===== src/hw/rtl/mmau_pkg.sv =====
// Shared types, coefficients and the loggy table for the activation unit.
package mmau_pkg;

   // Activation functions selected by the mode register.
   typedef enum logic [2:0] {
      MODE_LINEAR  = 3'd0,
      MODE_LEAKY   = 3'd1,
      MODE_RAMP    = 3'd2,
      MODE_LOGGY   = 3'd3,
      MODE_PLSE    = 3'd4,
      MODE_STAIR   = 3'd5,
      MODE_HARDTAN = 3'd6,
      MODE_LHTAN   = 3'd7
   } mode_type;

   // How the last stage builds the result.
   typedef enum logic [1:0] {
      SEL_MUL,
      SEL_ALT,
      SEL_LOG
   } sel_type;

   // Register indexes of the configuration port.
   localparam int unsigned REG_MODE = 0;

   // Constant coefficients, unsigned Q0.16.
   localparam int          K_SHIFT = 16;
   localparam logic [15:0] K_001   = 16'd655;
   localparam logic [15:0] K_01    = 16'd6554;
   localparam logic [15:0] K_0001  = 16'd66;
   localparam logic [15:0] K_0125  = 16'd8192;

   // tanh(x/2) at steps of 0.5 over [0,13], unsigned Q1.16.
   localparam int          LOG_POINTS = 27;
   localparam logic [16:0] LOG_ONE    = 17'd65536;
   localparam logic [16:0] LOG_TAB [0:LOG_POINTS-1] = '{
      17'd0,     17'd16051, 17'd30285, 17'd41625, 17'd49912, 17'd55593, 17'd59320,
      17'd61694, 17'd63179, 17'd64096, 17'd64659, 17'd65003, 17'd65212, 17'd65339,
      17'd65417, 17'd65464, 17'd65492, 17'd65509, 17'd65520, 17'd65526, 17'd65530,
      17'd65532, 17'd65534, 17'd65535, 17'd65535, 17'd65536, 17'd65536
   };

endpackage


===== src/hw/rtl/mmau_pipe.sv =====
// Four-stage activation datapath: input register, operand prep, multiply, finish.
module mmau_pipe #(
   parameter int DATA_WIDTH = 32,
   parameter int FRAC_BITS  = 16
) (
   input  logic               clock,
   input  logic               reset,
   input  mmau_pkg::mode_type mode,
   input  logic               req_valid,
   output logic               req_ready,
   input  logic signed [31:0] req_sample_in,
   output logic               rsp_valid,
   input  logic               rsp_ready,
   output logic signed [31:0] rsp_sample_out,
   output logic               rsp_saturated
);
   import mmau_pkg::*;

   localparam int W   = DATA_WIDTH;
   localparam int F   = FRAC_BITS;
   localparam int OW  = ((W > F + 3) ? W : F + 3) + 2;
   localparam int RW  = OW + 2;
   localparam int PW  = OW + K_SHIFT;
   localparam int LPW = 17 + F - 1;

   localparam logic signed [OW-1:0] ONE  = OW'(1) << F;
   localparam logic signed [OW-1:0] FOUR = OW'(1) << (F + 2);
   localparam logic signed [OW-1:0] HALF = OW'(1) << (F - 1);
   localparam logic signed [RW-1:0] HI   = RW'((64'd1 << (W - 1)) - 64'd1);
   localparam logic signed [RW-1:0] LO   = -RW'(64'd1 << (W - 1));

   // Stage handshake: a stage moves when it is empty or its successor moves.
   logic v1_ff, v2_ff, v3_ff, v4_ff;
   logic adv1, adv2, adv3, adv4;

   assign adv4      = !v4_ff || rsp_ready;
   assign adv3      = !v3_ff || adv4;
   assign adv2      = !v2_ff || adv3;
   assign adv1      = !v1_ff || adv2;
   assign req_ready = adv1;
   assign rsp_valid = v4_ff;

   always_ff @(posedge clock) begin
      if (reset) begin
         v1_ff <= 1'b0;
         v2_ff <= 1'b0;
         v3_ff <= 1'b0;
         v4_ff <= 1'b0;
      end else begin
         if (adv1) v1_ff <= req_valid;
         if (adv2) v2_ff <= v1_ff;
         if (adv3) v3_ff <= v2_ff;
         if (adv4) v4_ff <= v3_ff;
      end
   end

   // Stage 1: capture the low DATA_WIDTH bits of the input transaction.
   logic [63:0]         in_ext;
   logic signed [W-1:0] x1_ff;

   assign in_ext = {32'd0, req_sample_in};

   always_ff @(posedge clock) begin
      if (adv1 && req_valid) x1_ff <= in_ext[W-1:0];
   end

   // Stage 2 logic: choose the multiply operand, coefficient and offset.
   logic signed [OW-1:0] xe, op, base, alt, stair_v;
   logic [15:0]          coef;
   sel_type              sel;
   logic [OW-1:0]        op_mag, lm, idx;
   logic                 nodd, lfar;
   logic [4:0]           li;
   logic [16:0]          la, lb;

   assign xe = OW'(x1_ff);

   // Stair: floor(x/2) with the fraction of x kept when floor(x) is odd.
   always_comb begin
      logic signed [OW-1:0] nsh;
      logic signed [OW-1:0] hsh;
      nsh     = xe >>> F;
      hsh     = xe >>> (F + 1);
      nodd    = nsh[0];
      stair_v = (hsh <<< F) | (nodd ? OW'(xe[F-1:0]) : OW'(0));
   end

   always_comb begin
      sel  = SEL_ALT;
      op   = xe;
      coef = K_001;
      base = '0;
      alt  = xe;
      case (mode)
         MODE_LINEAR: begin
            alt = xe;
         end
         MODE_LEAKY: begin
            if (xe <= 0) sel = SEL_MUL;
         end
         MODE_RAMP: begin
            sel  = SEL_MUL;
            coef = K_01;
            base = (xe > 0) ? xe : OW'(0);
         end
         MODE_LOGGY: begin
            sel = SEL_LOG;
         end
         MODE_PLSE: begin
            sel = SEL_MUL;
            if (xe < -FOUR) begin
               op = xe + FOUR;
            end else if (xe > FOUR) begin
               op   = xe - FOUR;
               base = ONE;
            end else begin
               coef = K_0125;
               base = HALF;
            end
         end
         MODE_STAIR: begin
            alt = stair_v;
         end
         MODE_HARDTAN: begin
            if (xe < -ONE)     alt = -ONE;
            else if (xe > ONE) alt = ONE;
         end
         MODE_LHTAN: begin
            coef = K_0001;
            if (xe < 0) begin
               sel = SEL_MUL;
            end else if (xe > ONE) begin
               sel  = SEL_MUL;
               op   = xe - ONE;
               base = ONE;
            end
         end
         default: begin
            alt = xe;
         end
      endcase
   end

   assign op_mag = (op < 0) ? OW'(-op) : OW'(op);

   // Loggy: table segment from the magnitude, half a unit per step.
   assign lm   = (xe < 0) ? OW'(-xe) : OW'(xe);
   assign idx  = lm >> (F - 1);
   assign lfar = idx >= OW'(LOG_POINTS - 1);
   assign li   = lfar ? 5'd0 : idx[4:0];
   assign la   = LOG_TAB[li];
   assign lb   = LOG_TAB[li + 5'd1];

   logic [OW-1:0]        mag2_ff;
   logic                 neg2_ff, lneg2_ff, lfar2_ff;
   logic [15:0]          coef2_ff;
   logic signed [OW-1:0] base2_ff, alt2_ff;
   sel_type              sel2_ff;
   logic [16:0]          la2_ff, ld2_ff;
   logic [F-2:0]         lfr2_ff;

   always_ff @(posedge clock) begin
      if (adv2 && v1_ff) begin
         mag2_ff  <= op_mag;
         neg2_ff  <= op < 0;
         coef2_ff <= coef;
         base2_ff <= base;
         alt2_ff  <= alt;
         sel2_ff  <= sel;
         la2_ff   <= la;
         ld2_ff   <= lb - la;
         lfr2_ff  <= lm[F-2:0];
         lneg2_ff <= xe < 0;
         lfar2_ff <= lfar;
      end
   end

   // Stage 3: the two multiplies.
   logic [PW-1:0]        prod3_ff;
   logic [LPW-1:0]       lprod3_ff;
   logic                 neg3_ff, lneg3_ff, lfar3_ff;
   logic signed [OW-1:0] base3_ff, alt3_ff;
   sel_type              sel3_ff;
   logic [16:0]          la3_ff;

   always_ff @(posedge clock) begin
      if (adv3 && v2_ff) begin
         prod3_ff  <= PW'(mag2_ff) * PW'(coef2_ff);
         lprod3_ff <= LPW'(ld2_ff) * LPW'(lfr2_ff);
         neg3_ff   <= neg2_ff;
         lneg3_ff  <= lneg2_ff;
         lfar3_ff  <= lfar2_ff;
         base3_ff  <= base2_ff;
         alt3_ff   <= alt2_ff;
         sel3_ff   <= sel2_ff;
         la3_ff    <= la2_ff;
      end
   end

   // Stage 4 logic: round, apply sign and offset, interpolate, clamp.
   logic [PW-1:0]        prod_rnd;
   logic [OW-1:0]        mres_mag;
   logic signed [RW-1:0] mres, lres, r;
   logic [LPW:0]         lrnd;
   logic [17:0]          v;
   logic [RW-1:0]        vs;
   logic                 sat;
   logic signed [W-1:0]  rc;

   assign prod_rnd = prod3_ff + (PW'(1) << (K_SHIFT - 1));
   assign mres_mag = prod_rnd[PW-1:K_SHIFT];
   assign mres     = (neg3_ff ? -RW'(mres_mag) : RW'(mres_mag)) + RW'(base3_ff);

   assign lrnd = (LPW + 1)'(lprod3_ff) + ((LPW + 1)'(1) << (F - 2));
   assign v    = lfar3_ff ? 18'(LOG_ONE) : 18'(la3_ff) + 18'(lrnd >> (F - 1));

   generate
      if (F >= 16) begin : g_up
         assign vs = RW'(v) << (F - 16);
      end else begin : g_down
         assign vs = RW'((v + (18'd1 << (15 - F))) >> (16 - F));
      end
   endgenerate

   assign lres = lneg3_ff ? -vs : vs;

   always_comb begin
      case (sel3_ff)
         SEL_MUL: r = mres;
         SEL_LOG: r = lres;
         default: r = RW'(alt3_ff);
      endcase
      sat = 1'b0;
      if (r > HI) begin
         r   = HI;
         sat = 1'b1;
      end else if (r < LO) begin
         r   = LO;
         sat = 1'b1;
      end
      rc = r[W-1:0];
   end

   // Output register: holds the result until the consumer takes it.
   always_ff @(posedge clock) begin
      if (adv4 && v3_ff) begin
         rsp_sample_out <= 32'(rc);
         rsp_saturated  <= sat;
      end
   end

endmodule


===== src/hw/rtl/multi_mode_activation_unit.sv =====
// Top level of the multi-mode activation unit: mode register and datapath.
// Each transaction carries one signed fixed-point sample and yields one activated sample,
// with a new sample accepted every cycle while the output is not stalled; the input
// register takes the sample at the accepting edge, and the three stages behind it (operand
// prep, constant and table multiplies, round and clamp) carry it to the output. A stalled
// output backs up only as far as the stages are full.
// The mode register sits at byte address 0 of the APB port and should be written only
// while no transaction is in flight; ramp is the only mode that can clamp and flag.
module multi_mode_activation_unit #(
   parameter int DATA_WIDTH = 32,
   parameter int FRAC_BITS  = 16
) (
   input  logic               clock,
   input  logic               reset,
   input  logic               csr_psel,
   input  logic               csr_penable,
   input  logic               csr_pwrite,
   input  logic [2:0]         csr_paddr,
   input  logic [31:0]        csr_pwdata,
   output logic [31:0]        csr_prdata,
   output logic               csr_pready,
   input  logic               req_valid,
   output logic               req_ready,
   input  logic signed [31:0] req_sample_in,
   output logic               rsp_valid,
   input  logic               rsp_ready,
   output logic signed [31:0] rsp_sample_out,
   output logic               rsp_saturated
);
   import mmau_pkg::*;

   mode_type mode_ff;
   logic     reg_hit;

   assign csr_pready = 1'b1;
   assign reg_hit    = 32'(csr_paddr[2]) == REG_MODE;

   // Mode register write.
   always_ff @(posedge clock) begin
      if (reset) begin
         mode_ff <= MODE_LINEAR;
      end else if (csr_psel && csr_penable && csr_pwrite && reg_hit) begin
         mode_ff <= mode_type'(csr_pwdata[2:0]);
      end
   end

   // Register read-back.
   assign csr_prdata = reg_hit ? {29'd0, mode_ff} : 32'd0;

   mmau_pipe #(
      .DATA_WIDTH(DATA_WIDTH),
      .FRAC_BITS (FRAC_BITS)
   ) u_pipe (
      .clock         (clock),
      .reset         (reset),
      .mode          (mode_ff),
      .req_valid     (req_valid),
      .req_ready     (req_ready),
      .req_sample_in (req_sample_in),
      .rsp_valid     (rsp_valid),
      .rsp_ready     (rsp_ready),
      .rsp_sample_out(rsp_sample_out),
      .rsp_saturated (rsp_saturated)
   );

endmodule


===== config.mk =====
export PLATFORM = sky130hd
export DESIGN_NAME = multi_mode_activation_unit
export DESIGN_NICKNAME = d
export VERILOG_FILES = /design/src/hw/rtl/mmau_pkg.sv /design/src/hw/rtl/mmau_pipe.sv /design/src/hw/rtl/multi_mode_activation_unit.sv
export SDC_FILE = /design/constraint.sdc
export NUM_CORES = 2
export LEC_CHECK = 0
export ABC_AREA = 1
export BUFFER_PORTS_ARGS = -buffer_cell sky130_fd_sc_hd__buf_2
export CORE_MARGIN = 2
export CORE_UTILIZATION = 55
export DETAILED_ROUTE_END_ITERATION = 8
export PLACE_DENSITY = 0.72
export SYNTH_ARGS = -nofsm -noshare
export SYNTH_HDL_FRONTEND = slang
export SYNTH_HIERARCHICAL = 1
export SYNTH_SLANG_ARGS = --single-unit

===== constraint.sdc =====
create_clock -name clock -period 8.5 [get_ports clock]
set_input_delay 0.85 -clock clock [delete_from_list [all_inputs] [get_ports clock]]
set_output_delay 0.85 -clock clock [all_outputs]
set_load 0.02 [all_outputs]

After elaboration in Yosys (flattened, before gate mapping)
Memories as Yosys holds them, arrays and structs flattened.
Index checks and enable logic that the tools add are counted.
{"block": "classes", "n_bitwise": 4, "multipliers": 2, "n_eq_ne": 8, "n_addsub": 13, "n_lt_le_gt_ge": 13, "n_reduce_logical": 17, "n_mux": 36}
{"cell": "34-bit 2-to-1 mux", "n": 11}
{"cell": "34-bit one-hot mux with 2 select lines", "n": 2}
{"cell": "17-bit 2-to-1 mux", "n": 6}
{"cell": "34-bit one-hot mux with 3 select lines", "n": 1}
{"cell": "36-bit 2-to-1 mux", "n": 2}
{"cell": "36-bit one-hot mux with 2 select lines", "n": 1}
{"cell": "50-bit by 16-bit adder with 50-bit output, second input constant", "n": 1}
{"cell": "34-bit by 16-bit multiplier with 50-bit output", "n": 1}
{"cell": "16-bit one-hot mux with 3 select lines", "n": 1}
{"cell": "36-bit adder", "n": 1}
{"cell": "36-bit by 32-bit greater-than comparator with 1-bit output, second input constant", "n": 1}
{"cell": "36-bit by 32-bit less-than comparator with 1-bit output, second input constant", "n": 1}
{"cell": "18-bit negator with 36-bit output", "n": 1}
{"cell": "34-bit negator with 36-bit output", "n": 1}
{"cell": "34-bit by 1-bit less-than comparator with 1-bit output, second input constant", "n": 1}
{"cell": "32-bit negator with 34-bit output", "n": 1}
{"cell": "34-bit negator", "n": 1}
{"cell": "34-bit by 16-bit bitwise OR with 34-bit output", "n": 1}
{"cell": "32-bit by 15-bit adder with 33-bit output, second input constant", "n": 1}
{"cell": "32-bit by 20-bit adder with 33-bit output, second input constant", "n": 1}
{"cell": "32-bit by 18-bit subtractor with 33-bit output, second input constant", "n": 1}
{"cell": "32-bit by 20-bit subtractor with 33-bit output, second input constant", "n": 1}
{"cell": "32-bit by 1-bit greater-than comparator with 1-bit output, second input constant", "n": 1}
{"cell": "32-bit by 18-bit greater-than comparator with 1-bit output, second input constant", "n": 1}
{"cell": "31 further kinds", "n": 52}
{"block": "totals", "romBits": 1088, "out_inout_bits": 68, "ff_bits": 416, "in_bits": 74, "word_cells": 123, "n_memories": 2}
{"memory": "(no name shown)", "words": 32, "width": 17, "read_ports": 1, "rd_ports_with_merged_regs": 0, "wr": 0, "line": "mmau_pipe.sv:151", "text": "assign la = LOG_TAB[li];"}
{"memory": "(no name shown)", "words": 32, "width": 17, "read_ports": 1, "rd_ports_with_merged_regs": 0, "wr": 0, "line": "mmau_pipe.sv:152", "text": "assign lb = LOG_TAB[li + 5'd1];"}

Depth between registers and ports, before layout
{"block": "depth", "depth_word": 10, "depth_mapped": 38, "ltp_nobuf": 38}

Modules after synthesis
Netlist, hierarchy kept.
{"mod": "mmau_pipe", "cells_each": 5725, "n_inst": 1, "area_each_um2": 46140.5}
{"mod": "multi_mode_activation_unit", "cells_each": 64, "n_inst": 1, "area_each_um2": 425.4}

Least setup slack after synthesis
No wires, ideal clock.
{"block": "synth_path", "path_kind": "reg-to-reg", "from": "register u_pipe.coef2_ff[9]", "to": "register u_pipe.prod3_ff[43] (data pin)", "setup_time_ps": 259, "path_slack_ps": 2335, "t_arrival_ps": 5906, "path_stages_with_launch": 29, "cell_sequence": "edfxtp_1 > clkbuf_1 > clkbuf_1 > nand2_1 > inv_1 > fa_1 > fa_1 > fa_1 > inv_1 > fa_1 > fa_1 > inv_1 > fa_1 > ha_1 > a21oi_1 > inv_1 > a31oi_1 > inv_1 > a21boi_0 > inv_1 > a21oi_1 > o21ai_0 > a21oi_1 > inv_1 > nand2_1 > nand2_1 > nand2_1 > nand2_1 > xor2_1"}
{"block": "synth_via", "elab_chain_cells": 1}
{"element": "start: declaration", "line": "mmau_pipe.sv:156", "text": "logic [15:0] coef2_ff;"}
{"element": "start signal: assignment", "line": "mmau_pipe.sv:166", "text": "coef2_ff <= coef;"}
{"element": "34-bit by 16-bit multiplier with 50-bit output", "line": "mmau_pipe.sv:188", "text": "prod3_ff <= PW'(mag2_ff) * PW'(coef2_ff);"}
{"element": "end signal: assignment", "line": "mmau_pipe.sv:188"}
{"element": "end: declaration", "line": "mmau_pipe.sv:179", "text": "logic [PW-1:0] prod3_ff;"}
Every way passes these cells.
A chain may end at the register's enable or synchronous reset.

Worst setup path in the final report
{"block": "layout_path", "from": "register u_pipe.coef2_ff[9]", "to": "register u_pipe.prod3_ff[45] (data pin)"}
The elaborated chain is that of the path after synthesis.

==> flow_metrics.tcl <==
set metrics [dict create \
    slew_headroom_pct 15.6 \
    syn_inst 5789 \
    rows 106 \
    switchingPower_uw 10500 \
    grtUsageMet2_pct 45.6 \
    path_max_fanout 22 \
    min_to "u_pipe/alt3_ff[0]$_DFFE_PP_" \
    synth.area.top_cells "edfxtp_1 23%, fa_1 22%, nand2_1 11%" \
    fillers 7599 \
    gp_congestion 0.955 \
    hold_depth 0 \
    dp_cells 6894 \
    die_w_microns 295 \
    io-pin-count 142 \
    finClkSkew_ns 0.0268 \
    insertion_delay_ns 0.58 \
    cts-resized-gates 0 \
    holdBufCountCts 0 \
    powerDensity_mw_per_mm2 394 \
    post_cts_buffers 0 \
    initial_utilization_pct 55.6 \
    grt_overflow 0 \
    ys_warn_count 6 \
    fin_tns_setup_ns 0 \
    area_growth_pct 5.73 \
    required_ns 8.83 \
    avgSynthCellArea_sq_um 8.04 \
    end_kind "flop" \
    yosysUniqueCellTypes 66 \
    globalRouteMet3Util_pct 5.46 \
    p_leak_uw 0.0254 \
    route.detailed.drc 0 \
    power.share.clock_pct 9.7 \
    clk_pin_slew_worst_paths_ns 0.06 \
    finalMaxSlewViolations 0 \
    dr.pass1.iters 8 \
    ir_worst_vdd_mv 0.728 \
    via_per_inst 5.43 \
    cts_made_buffers 41 \
    fp.dieH_microns 295 \
    wl_per_cell_microns 19.0 \
    stdcell_area_sq_mm 0.0492 \
    track_usage_pct 31.4 \
    finalCritPeriodShare_pct 87.0 \
    r2r_cells 24 \
    pre_cts_slack_ns 1.26 \
    crit_type "flop to flop" \
    setup_viol 0 \
    outcome "finished, final reports clean" \
    worstHoldPathType "flop to flop" \
    antenna_found_initial 11 \
    p_sw_share_pct 53.9 \
    synth_top_area_share_pct 23.3 \
    syn_area_sq_mm 0.0466 \
    dp_hpwl_microns 109000 \
    async_flop_share_pct 0 \
    rsz0062_at_grt "no" \
    rr_endpoint "u_pipe/prod3_ff[45]$_DFFE_PP_" \
    gr-max-usage-layer "met1" \
    grt_pass1_vias 36821 \
    startpoint_type "flop" \
    synth_area_leader_cell "edfxtp_1" \
    max_clock_freq_ghz 0.135 \
    worst_pin_slew_ns 1.27 \
    cts_max_level 2 \
    synth_edf_count 361 \
    rr_startpoint "u_pipe/coef2_ff[9]$_DFFE_PP_" \
    cts_root_buffer "clkbuf_16" \
    dpl_cell_area_sq_mm 0.0478 \
    setup_slack_ns 1.11 \
    grt_max_degree 87 \
    worst_ep_arrival_time_ns 7.72 \
    period_minus_slack_ns 7.39 \
    yosysSeqAreaShare_pct 23.6 \
    seqPwrFrac_pct 15.6 \
    insertedDiodeCount 0 \
    synth_ff_type "edfxtp_1" \
    core_sq_mm 0.0837 \
    numPortBuffers 80 \
    synth-seq-cells 368 \
    vias 37848 \
    use_met1_pct 48.7 \
    p_comb_share_pct 74.7 \
    routed_wirelength_microns 132000 \
    cts_tree "built" \
    layout-drive-gt1-share_pct 5.81 \
    drt_iter0_drc 3905 \
    cts_buffer_depth 3 \
    finalNonFillerCells 6966 \
    drtAntennaViolNets 0 \
    rrSetupSlack_ns 1.11 \
    finalPower_uw 19400 \
    cap_viol_max_count 0 \
    grt_pass1_wl_microns 210000 \
    worstHoldStart "u_pipe/alt2_ff[0]$_DFFE_PP_" \
    dieArea_sq_mm 0.0870 \
    p_int_uw 8940 \
    fin_nets 6775 \
    cts_sinks 368 \
    hold_viol_final 0 \
]
## final cells by class
class | instances | area (sq um) | area share, %
multi-input cells | 3985 | 29900 | 60.8
flip-flops and latches | 368 | 11000 | 22.3
inverters | 1298 | 4890 | 9.93
well taps | 1134 | 1420 | 2.88
clock buffers | 45 | 1040 | 2.11
repair buffers | 109 | 618 | 1.26
clock inverters | 27 | 350 | 0.712
## synth_stat cells (all sizes together), types with 11 or more instances
cell type  number
a21o           11
nand3b         30
nand2        1414
nor3           37
buf            73
o221ai         21
clkinv         13
a31oi          29
nand4          40
fa            510
o21ai         207
edfxtp        361
nand3         239
xor2          127
or2            17
ha            388
inv          1285
o21bai         15
clkbuf         95
nor4           15
o211ai         21
a21oi         251
nor2          469
xnor2          56
## power groups by stage
stage / combinational (uW) / sequential (uW) / clock [uW]
detailed placement: 14100 / 3050 / 0
global placement: 14100 / 3040 / 0
finish: 14500 / 3030 / 1870
global route: 16400 / 3040 / 1970
floorplan: 10300 / 2890 / 0
CTS: 14300 / 3010 / 1910
## cells by family after synthesis
group,synth area share [%]
XOR/XNOR,3.46
other,0.0242
AO/OA/AOI/OAI,7.29
adder cells (fa/ha/maj),32.4
AND/OR/NAND/NOR,20.9
buffers and inverters,12.4
flip-flops,23.6
## routing by layer
layer,share of wire [%],vias up
li1,-,17958
met1,47,18016
met2,41,1661
met3,9.5,203
met4,2.4,10
met5,0.051,-
## through the flow
stage	utilization [%]	hold WS (ns)
after global routing	58.8	0.423
after detailed placement	57.2	0.405
final	58.8	0.410
after CTS	58.8	0.414
after global placement	57.2	0.401
after floorplan	-	0.400
## worst max-delay path: stages (launching register included)
cell	delay, ns
edfxtp_1	1.05
nand2_1	0.27
inv_1	0.24
fa_1	0.46
fa_1	0.52
fa_1	0.51
inv_1	0.06
fa_1	0.50
fa_1	0.55
inv_1	0.06
fa_1	0.51
ha_1	0.41
a21oi_1	0.21
inv_1	0.09
a31oi_1	0.24
o21ai_0	0.13
nand2_1	0.07
nand2_1	0.04
a21oi_1	0.33
inv_1	0.10
a21oi_1	0.31
o21bai_1	0.15
nand2_1	0.09
nand3_1	0.08
xor2_1	0.15
## layout by cell type, fill, tap and decap left out, types with 37 or more instances in the layout
cell type and n:
nand2_1 1367, inv_1 1259, fa_1 510, nor2_1 422
ha_1 388, edfxtp_1 361, a21oi_1 249, nand3_1 221
o21ai_0 192, xor2_1 126, buf_2 80, xnor2_1 56
clkbuf_16 41, nand4_1 39, nand2_2 37
## worst max-delay path by stage
stage                                      start                            end  cells after the start  slack (ns)
floorplan           u_pipe/coef2_ff[9]$_DFFE_PP_  u_pipe/prod3_ff[43]$_DFFE_PP_                     28        2.34
global route        u_pipe/coef2_ff[9]$_DFFE_PP_  u_pipe/prod3_ff[43]$_DFFE_PP_                     27        0.69
detailed placement  u_pipe/coef2_ff[9]$_DFFE_PP_  u_pipe/prod3_ff[45]$_DFFE_PP_                     24        1.26
global placement    u_pipe/coef2_ff[9]$_DFFE_PP_  u_pipe/prod3_ff[43]$_DFFE_PP_                     27        1.27
finish              u_pipe/coef2_ff[9]$_DFFE_PP_  u_pipe/prod3_ff[45]$_DFFE_PP_                     24        1.11
CTS                 u_pipe/coef2_ff[9]$_DFFE_PP_  u_pipe/prod3_ff[45]$_DFFE_PP_                     24        1.22
## state kept, by name (all words and copies together), names as in the netlist, 18 cells and up
| signal | count |
|---|---|
| u_pipe/base2_ff | 32 |
| u_pipe/rsp_sample_out | 32 |
| u_pipe/alt2_ff | 32 |
| u_pipe/alt3_ff | 32 |
| u_pipe/prod3_ff | 35 |
| u_pipe/mag2_ff | 33 |
| u_pipe/x1_ff | 32 |
| u_pipe/base3_ff | 32 |
| u_pipe/lprod3_ff | 18 |
(Power assumes the default switching activity.)
